[src/rtl/bbp_pkg.sv]
// Shared types and constants for the two-level branch predictor.
// No dependencies; imported by every module of the block but bbp_ram.
`default_nettype none
package bbp_pkg;

  localparam int BTB_DEPTH   = 32;
  localparam int SLOT_W      = 5;
  localparam int MAX_HISTORY = 8;
  localparam int MAX_TAG     = 30;
  localparam int ROW_LEN     = 1 << MAX_HISTORY;
  localparam int CTR_DEPTH   = BTB_DEPTH * ROW_LEN;
  localparam int CTR_AW      = SLOT_W + MAX_HISTORY;
  localparam int IN_W        = 104;
  localparam int OUT_W       = 104;
  localparam int CFG_DATA_W  = 5;

  // configuration register indexes
  localparam logic [2:0] REG_INDEX_BITS   = 3'd0;
  localparam logic [2:0] REG_HISTORY_BITS = 3'd1;
  localparam logic [2:0] REG_TAG_BITS     = 3'd2;
  localparam logic [2:0] REG_INIT_CTR     = 3'd3;
  localparam logic [2:0] REG_GLOBAL_HIST  = 3'd4;
  localparam logic [2:0] REG_SHARED_ROWS  = 3'd5;
  localparam logic [2:0] REG_XOR_SEL      = 3'd6;

  // share modes
  localparam logic [1:0] SHARE_LOW = 2'd1;
  localparam logic [1:0] SHARE_MID = 2'd2;

  localparam logic FUNC_UPDATE = 1'b1;

  typedef struct packed {
    logic [2:0] index_bits;
    logic [3:0] history_bits;
    logic [4:0] tag_bits;
    logic [1:0] initial_counter;
    logic       global_history;
    logic       shared_rows;
    logic [1:0] xor_sel;
  } cfg_t;

  // decoded branch waiting for the back end
  typedef struct packed {
    logic        func;
    logic        taken;
    logic        flush;
    logic [SLOT_W-1:0]      slot;
    logic [MAX_TAG-1:0]     tag;
    logic [MAX_HISTORY-1:0] share;
    logic [31:0] pc_plus4;
    logic [31:0] target;
  } item_t;

endpackage
`default_nettype wire

[src/rtl/bbp_front.sv]
// Front end: accepts beats, decodes slot, tag, share bits and flush flag,
// and queues them in a two-entry FIFO. Depends on bbp_pkg.
`default_nettype none
module bbp_front (
  input  wire logic                 clk,
  input  wire logic                 rst,
  input  wire bbp_pkg::cfg_t        cfg,
  input  wire logic                 hold,
  input  wire logic                 s_tvalid,
  output logic                      s_tready,
  input  wire logic [bbp_pkg::IN_W-1:0] s_tdata,
  input  wire logic                 s_tuser,
  output logic                      q_valid,
  input  wire logic                 q_ready,
  output bbp_pkg::item_t            q_item
);
  import bbp_pkg::*;

  logic [31:0] pc, target, earlier;
  logic        taken;
  logic [2:0]  ib;
  logic [4:0]  tb;
  logic [SLOT_W-1:0]  smask;
  logic [MAX_TAG-1:0] tmask;
  item_t d;

  item_t      fifo [2];
  logic       wptr, rptr;
  logic [1:0] count;
  logic       push, pop;

  assign pc      = s_tdata[31:0];
  assign target  = s_tdata[63:32];
  assign taken   = s_tdata[64];
  assign earlier = s_tdata[96:65];

  always_comb begin
    ib = (cfg.index_bits > 3'(SLOT_W)) ? 3'(SLOT_W) : cfg.index_bits;
    tb = (cfg.tag_bits > 5'(MAX_TAG)) ? 5'(MAX_TAG) : cfg.tag_bits;
    smask = ~({SLOT_W{1'b1}} << ib);
    tmask = ~({MAX_TAG{1'b1}} << tb);
    d.func     = s_tuser;
    d.taken    = taken;
    d.pc_plus4 = pc + 32'd4;
    d.target   = target;
    d.flush    = taken ? (earlier != target) : (earlier != d.pc_plus4);
    d.slot     = pc[SLOT_W+1:2] & smask;
    d.tag      = pc[31:2] & tmask;
    case (cfg.xor_sel)
      SHARE_LOW: d.share = pc[MAX_HISTORY+1:2];
      SHARE_MID: d.share = pc[MAX_HISTORY+15:16];
      default:   d.share = '0;
    endcase
  end

  assign s_tready = (count != 2'd2) && !hold;
  assign push     = s_tvalid && s_tready;
  assign q_valid  = (count != 2'd0);
  assign pop      = q_valid && q_ready;
  assign q_item   = fifo[rptr];

  always_ff @(posedge clk) begin
    if (push) begin
      fifo[wptr] <= d;
    end
    if (rst) begin
      wptr  <= 1'b0;
      rptr  <= 1'b0;
      count <= 2'd0;
    end else begin
      if (push) wptr <= ~wptr;
      if (pop)  rptr <= ~rptr;
      count <= count + 2'(push) - 2'(pop);
    end
  end
endmodule
`default_nettype wire

[config.mk]
export PLATFORM = sky130hd
export DESIGN_NAME = bbp_front
export DESIGN_NICKNAME = d
export VERILOG_FILES = /design/src/rtl/bbp_pkg.sv /design/src/rtl/bbp_front.sv
export SDC_FILE = /design/constraint.sdc
export NUM_CORES = 1
export LEC_CHECK = 0
export BUFFER_PORTS_ARGS = -buffer_cell sky130_fd_sc_hd__buf_2
export CAP_MARGIN = 30
export CORE_MARGIN = 10
export CORE_UTILIZATION = 55
export CTS_CLUSTER_DIAMETER = 30
export DETAILED_ROUTE_END_ITERATION = 7
export PLACE_DENSITY = 0.81
export SLEW_MARGIN = 20
export SYNTH_ARGS = -nofsm -noshare
export SYNTH_HDL_FRONTEND = slang
export SYNTH_SLANG_ARGS = --single-unit
[constraint.sdc]
create_clock -name clk -period 10 [get_ports clk]
set_input_delay 0.5 -clock clk [delete_from_list [all_inputs] [get_ports clk]]
set_output_delay 0.5 -clock clk [all_outputs]
set_load 0.01 [all_outputs]
# After elaboration in Yosys (flattened, before gate mapping)
# Memories as Yosys holds them, arrays and structs flattened. A register that Yosys moved wholly into a read port is not among the register bits.
# Cells that the tools add are included.
[totals] ff_bits=4 ramBits=220 out_inout_bits=112 wordCells=35 n_memories=1
[mem_list] name="fifo" words=2 word_bits=110 rd=1 rd_clocked_by_memory_dff=1 write_ports=1 line="bbp_front.sv:27" text="item_t fifo [2];"
[op_classes] add_sub_neg=3 n_lt_le_gt_ge=2 eq_ne=5 n_shift=2 n_mux=8 bitwise_logic=6 reduce_logical=5
[op_table] op="!= test 32 bit" count=2
[op_table] op="adder 32 x 3 -> 32 bit (second input constant)" count=1
[op_table] op="bitwise AND 30 bit" count=1
[op_table] op="inverter 30 bit" count=1
[op_table] op="left shift 30 x 5 -> 30 bit (first input constant)" count=1
[op_table] op="case mux 8 bit (2 select lines)" count=1
[op_table] op="bitwise AND 5 bit" count=1
[op_table] op="> comparator 5 bit (second input constant)" count=1
[op_table] op="two-way mux 1 bit" count=5
[op_table] op="two-way mux 5 bit" count=1
[op_table] op="inverter 5 bit" count=1
[op_table] op="left shift 5 x 3 -> 5 bit (first input constant)" count=1
[op_table] op="> comparator 3 bit (second input constant)" count=1
[op_table] op="logical AND 1 bit" count=3
[op_table] op="two-way mux 3 bit" count=1
[op_table] op="adder 2 x 1 -> 2 bit" count=1
[op_table] op="== test 2 x 1 -> 1 bit (second input constant)" count=1
[op_table] op="== test 2 bit (second input constant)" count=1
[op_table] op="!= test 2 bit (second input constant)" count=1
[op_table] op="inverter 1 bit" count=2
[op_table] op="nonzero test 2 bit" count=1
[op_table] op="subtractor 2 x 1 -> 2 bit" count=1
[op_table] op="logical NOT 1 bit" count=1

# Longest topological paths before layout
# Gate-level depths: netlist (run 1).
[logic_depth] word_depth=5 depth_mapped=9 ltp_nobuf=9

# Worst setup path before layout (run 1)
# OpenSTA, ideal clock, no wires.
[synth_timing] path_type="input to register" from="input port hold" to="memory fifo[0][0] in the netlist's numbering, enable pin" setup_time_ns=0.580 t_arrival_ns=5.523 path_slack_ns=3.897 path_stages=3 path_cell_list="a21oi_1 -> nand2_1 -> nor2_1"
[synth_via] elab_chain_cells=5
[synth_lines] element="start: declaration" line="bbp_front.sv:8" text="input wire logic hold,"
[synth_lines] element="logical NOT 1 bit" line="bbp_front.sv:56" text="assign s_tready = (count != 2'd2) && !hold;"
[synth_lines] element="logical AND 1 bit" line="bbp_front.sv:56"
[synth_lines] element="logical AND 1 bit" line="bbp_front.sv:57" text="assign push = s_tvalid && s_tready;"
[synth_lines] element="two-way mux 1 bit" line="bbp_front.sv:63" text="if (push) begin"
[synth_lines] element="two-way mux 1 bit (not written as such)" line="bbp_front.sv:64" text="fifo[wptr] <= d;"
[synth_lines] element="end: declaration" line="bbp_front.sv:27"
# No other way between the ends.

==> results of run 1 <==
## critical path: stages
cell and delay (ps):
buf_2 240, ha_1 350, nand3_1 130, xnor2_1 330, xor2_1 180, a2111oi_0 800, nand4_1 250, a21oi_1 190
nand4_1 110, or4_1 590
## kinds of logic after synthesis
family          share of synthesized area
flops                               0.628
simple gates                       0.0912
mux                                 0.119
xor+xnor                           0.0727
compound gates                     0.0560
buf+inv                            0.0258
fa+ha+maj                         0.00703
## report_power, final
part / total, mW / switching, mW / internal [mW]
sequential: 1.17 / 0.0436 / 1.12
combinational: 0.603 / 0.331 / 0.272
clock: 1.43 / 0.495 / 0.933
total: 3.20 / 0.870 / 2.33
## sequential cells by signal, summed over array words and instances, names as in the netlist, named ones only
name / count
count: 2
rptr: 1
wptr: 1
fifo: 220
## worst min-delay path by stage
stage	from	endpoint	slack (ps)	cells after the start
floorplan	rptr	flip-flop	480	2
global placement	rptr	flip-flop	500	2
detailed placement	rptr	rptr	500	2
CTS	s_tuser	fifo[0][109]	170	1
global route	s_tuser	fifo[0][109]	180	1
finish	s_tuser	fifo[1][109]	170	1
## per-layer routing
layer / global-route usage / vias to the layer above
met1: 0.279 / 3633
met3: 0.0599 / 81
met4: 0.0918 / 2
met5: 0 / -
met2: 0.371 / 378
li1: - / 3278
## per-stage QoR
stage          worst slack [ps]  instances  hold WS [ps]   util  power [mW]
6_report                   6550       1258           173  0.710        3.20
5_1_grt                    6540       1257           175  0.709        3.31
4_1_cts                    6690       1255           166  0.709        3.21
3_5_place_dp               6210       1175           504  0.632        1.79
3_3_place_gp               6240       1175           499  0.632        1.78
2_1_floorplan              3900        725           481      -        1.55
## cells in the final DEF, fill, tap and decap left out, types with 4 or more instances in the layout
master / count
edfxtp_1: 220
nand2_1: 25
a21oi_1: 19
buf_2: 224
and3_1: 10
o21ai_0: 4
nand3_1: 15
xor2_1: 36
nor3b_1: 4
o211a_1: 6
ha_1: 6
buf_4: 4
nor2b_1: 8
o21a_1: 6
and4_1: 4
clkbuf_16: 45
nor4_1: 5
inv_1: 13
inv_6: 7
o31a_1: 7
mux2_2: 110
and2_1: 6
xnor2_1: 48
dfxtp_1: 4
bufinv_16: 4
clkinv_1: 7
clkinvlp_4: 7
nor2_1: 32
nand4_1: 19
a22oi_1: 9
clkinv_2: 4
nor3_1: 11
## final cells by class
type,count,area [µm²],share of cell area
Clock buffer,46,1130,0.0843
Timing Repair Buffer,228,1150,0.0859
Multi-Input combinational cell,449,3700,0.276
Sequential cell,225,6710,0.501
Tap cell,260,325,0.0243
Clock inverter,34,329,0.0245
Inverter,13,48.8,0.00364
Antenna cell,3,7.51,0.000560
==> out/metrics.yaml, run 1 <==
run_status:
  status: "finished, final reports clean"
cells_and_area:
  post-route-cell-area_mm2: 0.0134
  nets: 1095
  drive_above_1_share: 0.438
  synthToLayoutAreaGrowth_pct: 25.6
  fill_cells: 1310
critical_path:
  r2r-end: "fifo[0][85]"
  r2r-start: "count[0]"
  endpoint_kind: "flip-flop"
  setup.worst_path.end: "fifo[1][107]"
  worstSetupPathType: "in -> reg"
  r2r_cells: 6
  critical_path.startpoint: "s_tdata[3]"
  crit_fanout: 8
  arrival_ps: 3680
  crit_required_ps: 10230
  r2r_slack_ps: 7360
  cp-start-kind: "input port"
synth:
  syn_area_mm2: 0.0107
  synth_top_area_share: 0.619
  seq_area_frac_synth: 0.628
  syn_nets: 859
  synth_flop_cell: "edfxtp_1"
  syn_area_per_cell_um2: 14.7
  ys_types: 70
  synth_edf_count: 220
  synth_area_leader_cell: "edfxtp_1"
  yosysMostFrequentCell: "edfxtp_1"
  synth.area.top_cells: "edfxtp_1 62%, mux2_2 12%, xnor2_1 3.9%"
  yosysWarnings: 0
  async_reset_ff_frac: 0
  ys_ff_latch: 225
  synthCells: 725
  synth_common_cells: "220 x edfxtp_1, 110 x mux2_2, 48 x xnor2_1, 36 x xor2_1, 33 x nor2_1"
grt:
  globalRouteOverflowTotal: 0
  grt_pass1_wl_um: 44700
  grt_max_degree: 64
  grt_usage: 0.226
  grt_pass1_vias: 7495
  antenna_found_initial: 5
detailed_routing:
  viasPerCell: 5.86
  maxUsedRoutingLayer: "met5"
  drt-met1-wl_um: 11500
  wl_met2_um: 14700
  dr.pass1.iters: 5
  drtAntennaViolNets: 0
  routed_wirelength_um: 29900
  drt_iter0_drc: 641
  routed-via-count: 7372
  met3WireLength_um: 2570
  drc: 0
  wl_per_cell_um: 23.8
clock_tree:
  clkTransAtPathRegs_ps: 50
  cts_setup_buffers: 0
  root_buffer: "clkbuf_16"
  ctsHoldBuffers: 0
  numClockSinks: 225
  cts_tree: "done"
  clockBufferDepth: 3
  insertion_delay_ps: 520
  htreeDepth: 2
  cts_resized: 0
  cts_buffers: 44
sta:
  post-route-period-util: 0.345
  hold_violations: 0
  relSlewSlack: 0.407
  rsz0062_at_grt: "no"
  drv_slew: 0
  fmaxAchievable_ghz: 0.290
  skew_ps: 7.97
  setup_violations: 0
  tightestPinTransition_ps: 866
  setup_tns_ps: 0
  min_period_ps: 3450
job:
  drv_cap: 0
pwr:
  ir_drop_v: 0.000159
  power.leakage_nw: 5.01
  cellPowerDensity_mw_per_mm2: 239
place:
  gp_congestion: 0.939
  postPlaceCellArea_mm2: 0.0119
  hpwl_um: 20900
  portBuffers: 224
floorplanning:
  fp-row-count: 50
  io_pins: 240
  initial_core_util: 0.565
  die_w_um: 159
  fp.dieArea_mm2: 0.0254
  core_mm2: 0.0189
  die_h_um: 159
hold_path:
  hold_path_class: "in -> reg"
No activity file was read; power rests on OpenSTA's default activity.
==> inputs of run 2 (changes only) <==
==> constraint.sdc (replaced) <==
create_clock -name clk -period 3.4 [get_ports clk]
set_input_delay 0.17 -clock clk [delete_from_list [all_inputs] [get_ports clk]]
set_output_delay 0.17 -clock clk [all_outputs]
set_load 0.01 [all_outputs]
==> run 2 against run 1 <==
  * Register-to-register slack lost 6000 ps
  * Utilization rose by 2.2 points
  * Non-clock buffer count grew 48
  * Clock-buffer cell count up 4
  * Setup slack got worse by 6100 ps
  * First-iteration DRC count increased by 25%
  * Largest power group unchanged
==> out/metrics.yaml, run 2 (synthesis gave the netlist of run 1 again) <==
critical_path:
  slowest_stage: "or4_1"
  worstSetupPathType: "in -> reg"
  arrival_ps: 3150  # -530 ps
  crit_required_ps: 3630  # -6600 ps
  r2r-start: "count[0]"
  endpoint_kind: "flip-flop"
  crit_path_frequent_cell: "o2111ai_1"
  crit_path_cell_trace: "dlygate4sd3_1, buf_2, xnor2_1, o2111ai_1, o41ai_1, o311a_1, o2111ai_1, nor4_1, nand4_1, or4_1"
  r2r_slack_ps: 1390  # -5970 ps
  slowest_delay_ps: 570  # -230 ps
  cp-start-kind: "input port"
  cp_top_family: "compound AO/OA/AOI/OAI gates"
  crit_fanout: 3  # -5
  cp.buffers_inverters: 2  # +1
  critical_path.startpoint: "s_tdata[52]"
clock_tree:
  insertion_delay_ps: 520  # about the same
  cts_buffers: 43  # -2.3%
  cts_resized: 0  # unchanged
  htreeDepth: 2  # unchanged
  cts_tree: "done"
  clkTransAtPathRegs_ps: 50  # about the same
  clockBufferDepth: 3  # unchanged
  root_buffer: "clkbuf_16"
  numClockSinks: 225  # unchanged
detailed_routing:
  maxUsedRoutingLayer: "met4"
  drt-met1-wl_um: 11800  # +2.9%
  viasPerCell: 5.76  # -1.7%
  met3WireLength_um: 2520  # -2.2%
  drtAntennaViolNets: 0  # unchanged
  wl_met2_um: 15400  # +4.8%
  routed-via-count: 7515  # +1.9%
  drt_iter0_drc: 800  # +25%
  routed_wirelength_um: 30800  # +3.1%
  wl_per_cell_um: 23.6  # -0.58%
  drc: 0  # unchanged
  dr.pass1.iters: 5  # unchanged
pwr:
  cellPowerDensity_mw_per_mm2: 670  # +180%
  ir_drop_v: 0.000537  # +240%
  power.leakage_nw: 5.18  # +3.5%
cells_and_area:
  final_core_util: 0.731  # +0.0215
  fill_cells: 1249  # -4.7%
  top_register: "fifo"
  post-route-cell-area_mm2: 0.0138  # +3.0%
  reg_top3: "fifo x220, count x2"
  drive_above_1_share: 0.424  # -0.0142
  mostFrequentLayoutCells: "224 x buf_2, 220 x edfxtp_1, 110 x mux2_2"
  nets: 1142  # +4.3%
  largest_reg_flops: 220  # unchanged
  layout.cells.non_filler: 1305  # +3.7%
  layout_commonest_cell: "buf_2"
  synthToLayoutAreaGrowth_pct: 29.4
hold_path:
  hp-start: "cfg[15]"
  hold_path_class: "in -> reg"
floorplanning:
  io_pins: 240  # unchanged
  core_mm2: 0.0189  # unchanged
  die_h_um: 159  # unchanged
  fp.dieArea_mm2: 0.0254  # unchanged
  fp-row-count: 50  # unchanged
  initial_core_util: 0.565  # unchanged
  die_w_um: 159  # unchanged
sta:
  drv_slew: 0  # unchanged
  post-route-period-util: 0.858
  rsz0062_at_grt: "no"
  setup_violations: 0  # unchanged
  setup_tns_ps: 0  # unchanged
  tightestPinTransition_ps: 689  # -177 ps
  skew_ps: 15.0  # +6.99 ps
  fmaxAchievable_ghz: 0.343
  min_period_ps: 2920
  hold_violations: 0  # unchanged
  relSlewSlack: 0.541  # +0.133
place:
  postPlaceCellArea_mm2: 0.0121  # +1.0%
  gp_congestion: 0.915  # -2.5%
  portBuffers: 224  # unchanged
  dp.cells: 1186  # +0.94%
  hpwl_um: 21400  # +2.3%
grt:
  grt_pass1_wl_um: 46800  # +4.7%
  grt_pass1_vias: 7871  # +5.0%
  globalRouteOverflowTotal: 0  # unchanged
  grt_usage: 0.236  # +0.00970
  grt_max_degree: 92  # +44%
  antenna_found_initial: 5  # unchanged
job:
  drv_cap: 0  # unchanged
run_status:
  status: "finished, final reports clean"
[run 2: changes by cell type in the layout (fill, tap and decap cells not counted), sizes merged]
cell,before,now
clkbuf,46,50
buf,228,239
diode,3,5
bufinv,4,3
clkinvlp,7,6
clkinv,14,9
dlygate4sd3,0,37
[run 2: path summary, 6_finish.rpt]
kind | end | depth (start not counted)
setup / recovery | fifo[1][107] | 10
hold / removal | fifo[1][106] | 2
setup reg to reg | fifo[1][2] | 4
hold reg to reg | flip-flop | 2
[run 2: worst register-to-register path: stages (launching register included)]
cell	delay [ps]
dfxtp_1	360
inv_1	50
a21oi_1	220
and3_4	580
buf_4	450
[run 2: metal layers]
metal  GRT usage  vias up
li1            -     3378
met1       0.290     3673
met2       0.391      389
met3      0.0540       75
met4      0.0998        0
met5           0        -
[run 2: final cells by class]
cell class | instances | area [µm²] | share of cell area
Sequential cell | 225 | 6710 | 0.486
Multi-Input combinational cell | 449 | 3700 | 0.268
Timing Repair Buffer | 276 | 1640 | 0.119
Clock buffer | 50 | 1100 | 0.0798
Tap cell | 260 | 325 | 0.0236
Clock inverter | 27 | 268 | 0.0194
Inverter | 13 | 48.8 | 0.00353
Antenna cell | 5 | 12.5 | 0.000906
[run 2: stage by stage]
step,power [mW],hold WS (ps),setup slack (ps)
3_3_place_gp,5.26,363,332
4_1_cts,9.31,6.92,574
6_report,9.25,19.6,483
3_5_place_dp,5.30,366,263
2_1_floorplan,4.54,242,487
5_1_grt,9.58,16.8,343
[run 2: report_power, final]
part / switching (mW) / total (mW) / internal [mW]
sequential: 0.130 / 3.44 / 3.31
clock: 1.38 / 3.95 / 2.57
combinational: 1.00 / 1.86 / 0.861
[run 2: timing repair]
| item | 4_1_cts | 5_1_grt |
|---|---|---|
| hold buffers | 37 | 0 |
| endpoints found under the hold margin | 77 | 0 |
| buffers inserted | 0 | 0 |
